--- src/hdl/dwc_ram.sv ---
`timescale 1ns / 1ps
// ----------------------------------------------------------------------------
// dwc_ram
// Generic single-write, single-read synchronous RAM with registered read.
// ----------------------------------------------------------------------------
module dwc_ram #(
    parameter int WIDTH = 16,
    parameter int DEPTH = 8,
    parameter int AW    = (DEPTH > 1) ? $clog2(DEPTH) : 1
) (
    input  logic             clk,
    input  logic             we,
    input  logic [AW-1:0]    waddr,
    input  logic [WIDTH-1:0] wdata,
    input  logic             re,
    input  logic [AW-1:0]    raddr,
    output logic [WIDTH-1:0] rdata
);

    logic [WIDTH-1:0] mem [DEPTH];

    // write port
    always_ff @(posedge clk)
    begin
        if (we)
        begin
            mem[waddr] <= wdata;
        end
    end

    // registered read, held while not enabled
    always_ff @(posedge clk)
    begin
        if (re)
        begin
            rdata <= mem[raddr];
        end
    end

endmodule

--- config.mk ---
export PLATFORM = sky130hd
export DESIGN_NAME = dwc_ram
export DESIGN_NICKNAME = d
export VERILOG_FILES = /design/src/hdl/dwc_ram.sv
export SDC_FILE = /design/constraint.sdc
export NUM_CORES = 1
export LEC_CHECK = 0
export BUFFER_PORTS_ARGS = -buffer_cell sky130_fd_sc_hd__buf_2
export CAP_MARGIN = 5
export CORE_UTILIZATION = 55
export DETAILED_ROUTE_END_ITERATION = 7
export HOLD_SLACK_MARGIN = 0.08
export PLACE_DENSITY_LB_ADDON = 0.2
export RECOVER_POWER = 100
export SLEW_MARGIN = 25
export SYNTH_ARGS = -nofsm -noshare
export SYNTH_HDL_FRONTEND = slang
export SYNTH_SLANG_ARGS = --single-unit
--- constraint.sdc ---
create_clock -name clk -period 5.5 [get_ports clk]
set_input_delay 0.275 -clock clk [delete_from_list [all_inputs] [get_ports clk]]
set_output_delay 0.275 -clock clk [all_outputs]
set_load 0.02 [all_outputs]
Word level (Yosys, flattened, before mapping)
Memories as Yosys holds them, arrays and structs flattened. A register that Yosys moved wholly into a read port is not among the register bits.
Cells that the tools add are included.
{ "totals": {"reg_bits": 0, "ram_bits": 128, "out_inout_bits": 16, "inputBits": 25, "n_memories": 1, "wordCells": 3} }
{ "classes": {"mux": 2} }
{ "memory_table": {"columns": ["name", "depth", "width", "rd", "rd_ports_with_merged_regs", "write_ports", "line", "text"], "rows": [
  ["mem", 8, 16, 1, 1, 1, "20", "logic [WIDTH-1:0] mem [DEPTH];"]
]} }
{ "ops": {"columns": ["cell", "count"], "rows": [
  ["$mux W1", 2]
]} }

Logic depth before layout (Yosys ltp)
{ "logic_depth": {"word_depth": 2, "depth_mapped": 4} }

Worst setup path before layout
No wires, ideal clock.
{ "synth_timing": {"kind": "input to register", "start": "input port waddr[2]", "end": "memory mem[0][0], enable pin", "setup_time_ns": 0.409, "t_arrival_ns": 1.588, "slack_ns": 3.502, "stages": 2, "required_ns": 5.091, "cell_sequence": "nand2b_1 nor3_1"} }
{ "synth_rtl": {"columns": ["element", "line", "text"], "rows": [
  ["start: declaration", "13", "input logic [AW-1:0] waddr,"],
  ["end: declaration", "20", null]
]} }
Straight into the memory's write port.

==> metrics.txt <==
# TYPE chip_impl_metric gauge
chip_impl_info{name="outcome",value="finished with violations"} 1
chip_impl_info{name="violations",value="capacitance limit, slew limit"} 1
chip_impl_metric{name="setup_total_negative_slack",unit="ps"} 0
chip_impl_info{name="ys_dominant_reg_cell",value="sky130_fd_sc_hd__edfxtp_1"} 1
chip_impl_info{name="hold_end",value="rdata[2]"} 1
chip_impl_metric{name="syn-instance-count",unit=""} 214
chip_impl_metric{name="total_power",unit="mW"} 2.41
chip_impl_metric{name="dr.first_iter.drc_count",unit=""} 99
chip_impl_metric{name="floorplan.io_pins",unit=""} 41
chip_impl_metric{name="final_max_slew_viol_count",unit=""} 33
chip_impl_metric{name="multiInputGateArea",unit="um^2"} 1060
chip_impl_metric{name="grt_pass1_wl",unit="um"} 13800
chip_impl_metric{name="clock_skew",unit="ps"} 8.98
chip_impl_info{name="r2r-start",value="mem[2][4]"} 1
chip_impl_info{name="end_kind",value="flip-flop"} 1
chip_impl_metric{name="post_drt_via_cell_ratio",unit=""} 5.60
chip_impl_metric{name="power.internal",unit="mW"} 1.90
chip_impl_metric{name="ant_nets",unit=""} 0
chip_impl_metric{name="p_leak",unit="nW"} 2.11
chip_impl_metric{name="cp_max_fo",unit=""} 32
chip_impl_info{name="critical_path.reg2reg.endpoint",value="rdata[4]"} 1
chip_impl_metric{name="maxClockFrequency",unit="MHz"} 373
chip_impl_metric{name="worst_hold_path_cells",unit=""} 2
chip_impl_metric{name="depth_of_the_most_critical_reg_to_reg_path",unit=""} 2
chip_impl_metric{name="layout.core_utilization",unit="%"} 68.3
chip_impl_metric{name="pwr_density_cell",unit="nW/um^2"} 375
chip_impl_metric{name="fin_ws",unit="ps"} 2820
chip_impl_metric{name="hold_violations",unit=""} 0
chip_impl_info{name="synth_top_cells_by_area",value="sky130_fd_sc_hd__edfxtp_1 (79%), sky130_fd_sc_hd__mux4_1 (13%), sky130_fd_sc_hd__mux2_2 (3.3%)"} 1
chip_impl_metric{name="num_rows",unit=""} 35
chip_impl_info{name="critical_path.startpoint_type",value="input port"} 1
chip_impl_metric{name="num_antenna_cells",unit=""} 0
chip_impl_metric{name="n_fill_cell",unit=""} 605
chip_impl_metric{name="fraction_of_synthesized_cell_area_taken_by_the_top_area_cell_type",unit="%"} 79.3
chip_impl_metric{name="gp_routability_congestion",unit=""} 0.638
chip_impl_metric{name="routedWlPerCell",unit="um"} 21.5
chip_impl_metric{name="vias_after_detailed_routing",unit=""} 2407
chip_impl_metric{name="die-height",unit="um"} 102
chip_impl_metric{name="final-setup-viol-count",unit=""} 0
chip_impl_info{name="timing.critical_path.cells",value="clkbuf_1 -> mux4_1 -> mux2_2"} 1
chip_impl_metric{name="grt_start_max_net_pins",unit=""} 33
chip_impl_metric{name="synth.avg_cell_area",unit="um^2"} 25.5
chip_impl_metric{name="globalRouteOverflowTotal",unit=""} 0
chip_impl_metric{name="regArea",unit="um^2"} 4320
chip_impl_info{name="hp-class",value="in -> reg"} 1
chip_impl_metric{name="maxCapViolations",unit=""} 1
chip_impl_metric{name="cts_buffer_depth",unit=""} 2
chip_impl_metric{name="async_reset_ff_share",unit="%"} 0
chip_impl_info{name="post-synth-top-area-cell",value="sky130_fd_sc_hd__edfxtp_1"} 1
chip_impl_info{name="hold_sp",value="raddr[1]"} 1
chip_impl_metric{name="place_hpwl",unit="um"} 4690
chip_impl_metric{name="synth-edff-count",unit=""} 144
chip_impl_metric{name="die_area",unit="um^2"} 10300
chip_impl_metric{name="post_cts.repair.setup_buffers",unit=""} 0
chip_impl_metric{name="net_count_synth",unit=""} 239
chip_impl_metric{name="die_width",unit="um"} 102
chip_impl_metric{name="routed_wirelength",unit="um"} 9240
chip_impl_metric{name="grt_use_total",unit="%"} 19.9
chip_impl_metric{name="yosysUniqueCellTypes",unit=""} 11
chip_impl_metric{name="max_slew.worst_pin.slew",unit="ps"} 2340
chip_impl_info{name="worst_path_dominant_cell_family",value="buffers and inverters"} 1
chip_impl_metric{name="cts_sinks",unit=""} 144
chip_impl_metric{name="cp.buffers_inverters",unit=""} 1
chip_impl_metric{name="grt_antenna_before_repair",unit=""} 0
chip_impl_metric{name="share_of_the_clock_period_used_by_the_worst_path",unit="%"} 48.7
chip_impl_metric{name="drc",unit=""} 0
chip_impl_metric{name="yosys_warnings",unit=""} 0
chip_impl_metric{name="flow.area_growth_from_synthesis",unit="%"} 17.9
chip_impl_metric{name="initial_core_util",unit="%"} 57.9
chip_impl_metric{name="synth_seq_area_share",unit="%"} 79.3
chip_impl_info{name="crit_slowest_cell",value="sky130_fd_sc_hd__clkbuf_1"} 1
chip_impl_info{name="rsz0062_at_grt",value="false"} 1
chip_impl_metric{name="power_switching",unit="mW"} 0.504
chip_impl_metric{name="clk_transition_reported_paths",unit="ps"} 60
chip_impl_metric{name="vias_in_the_first_global_route",unit=""} 2435
chip_impl_metric{name="pwr-share-clk",unit="%"} 42.4
chip_impl_metric{name="reg2reg_slack",unit="ps"} 4080
chip_impl_metric{name="cts_resized",unit=""} 0
chip_impl_metric{name="peak_supply_drop",unit="mV"} 0.249
chip_impl_metric{name="placed_cells",unit=""} 382
chip_impl_metric{name="cts_htree_levels",unit=""} 4
chip_impl_metric{name="drive_above_1_share",unit="%"} 17.9
chip_impl_metric{name="critPathRequiredTime",unit="ps"} 5760
chip_impl_metric{name="nets",unit=""} 313
chip_impl_metric{name="critical-path-max-stage-delay",unit="ps"} 1640
chip_impl_metric{name="crit_arrival",unit="ps"} 2940
chip_impl_info{name="cts_tree",value="built"} 1
chip_impl_metric{name="floorplan.core_area",unit="um^2"} 9420
chip_impl_metric{name="drt_first_pass_iters",unit=""} 4
chip_impl_info{name="synth_common_cells",value="sky130_fd_sc_hd__edfxtp_1 (144), sky130_fd_sc_hd__mux4_1 (28), sky130_fd_sc_hd__mux2_2 (16)"} 1
chip_impl_metric{name="power_switching_share",unit="%"} 20.9
chip_impl_info{name="ctsRootBufferMaster",value="sky130_fd_sc_hd__clkbuf_8"} 1
chip_impl_metric{name="part_of_the_total_power_dissipated_in_combinational_logic",unit="%"} 5.1
chip_impl_metric{name="clock_latency_on_the_worst_skew_pair",unit="ps"} 520
chip_impl_metric{name="pre_cts_slack",unit="ps"} 3250
chip_impl_info{name="synth_most_common_cell",value="sky130_fd_sc_hd__edfxtp_1"} 1
chip_impl_metric{name="count_of_non_filler_cells_in_the_finished_layout",unit=""} 430
chip_impl_metric{name="min_period",unit="ps"} 2680
chip_impl_metric{name="slew-limit-headroom",unit="%"} -56.1
chip_impl_metric{name="cts_hold_buf",unit=""} 16
chip_impl_metric{name="synthesis_stage_register_bit_count",unit=""} 144
chip_impl_metric{name="clock_buffer_count_from_cts",unit=""} 17
chip_impl_metric{name="buffer_ports.inserted",unit=""} 40
chip_impl_metric{name="synth_area",unit="um^2"} 5450
chip_impl_info{name="setup.worst_path.class",value="in -> reg"} 1
chip_impl_metric{name="power_frac_seq",unit="%"} 52.5
## cells by family after synthesis
kind of cell  after synthesis  share of synthesized area, %
flops                     144                          79.3
mux                        48                          18.4
buf+inv                     9                          1.19
simple gates               13                          1.08
## worst reg2reg max path, delay by kind of cell, from the launching register on
| kind | cells | cell delay (ps) |
|---|---|---|
| muxes | 2 | 790 |
| DFF | 1 | 380 |
## power groups by stage
stage                     logic, mW  registers, mW  clock network, mW
after floorplan              0.0624           1.30                  0
after global placement        0.119           1.28                  0
final                         0.123           1.26               1.02
after detailed placement      0.122           1.29                  0
after CTS                     0.131           1.26               1.03
after global routing          0.132           1.27               1.08
## sequential cells by signal, indices dropped and copies added (netlist names)
register and count:
rdata 16, mem 128
## cells in the final DEF (no fill, tap or decap)
cell type                         n
sky130_fd_sc_hd__buf_2            4
sky130_fd_sc_hd__bufinv_16        1
sky130_fd_sc_hd__clkbuf_1        44
sky130_fd_sc_hd__clkbuf_16       16
sky130_fd_sc_hd__clkbuf_8         1
sky130_fd_sc_hd__clkinv_1         2
sky130_fd_sc_hd__clkinv_2         5
sky130_fd_sc_hd__clkinv_4         1
sky130_fd_sc_hd__clkinvlp_4       4
sky130_fd_sc_hd__dlygate4sd3_1   16
sky130_fd_sc_hd__edfxtp_1       144
sky130_fd_sc_hd__inv_6            2
sky130_fd_sc_hd__mux2_2          16
sky130_fd_sc_hd__mux4_1          28
sky130_fd_sc_hd__mux4_2           4
sky130_fd_sc_hd__nand2_1          2
sky130_fd_sc_hd__nand2b_1         3
sky130_fd_sc_hd__nor2_1           6
sky130_fd_sc_hd__nor3_1           2
## area by class of cell
class / instances / area share [%]
Sequential cell: 144 / 67.3
Multi-Input combinational cell: 61 / 16.6
Clock buffer: 17 / 6.44
Timing Repair Buffer: 64 / 5.37
Tap cell: 129 / 2.51
Clock inverter: 15 / 1.85
## through the flow
stage	area [um^2]	hold slack, ps
2_1_floorplan	5450	374
3_3_place_gp	5820	539
3_5_place_dp	5820	551
4_1_cts	6510	250
5_1_grt	6430	433
6_report	6430	415
## metal layers
layer  GRT usage [%]  part of all wire (%)  vias up
li1                -                     -     1090
met5               0                     0        -
met3            5.52                   3.2       12
met1            25.9                    43     1254
met2            32.8                    52       51
met4            6.69                   1.2        0
## worst max-delay path by stage
stage                        start         to  cells past startpoint
after floorplan           waddr[2]  mem[0][0]                      2
after global placement    raddr[0]  rdata[12]                      3
after detailed placement  raddr[0]   rdata[4]                      3
after CTS                 raddr[0]   rdata[4]                      3
after global routing      raddr[0]   rdata[3]                      3
final                     raddr[0]   rdata[3]                      3
No activity file was read; power rests on OpenSTA's default activity.
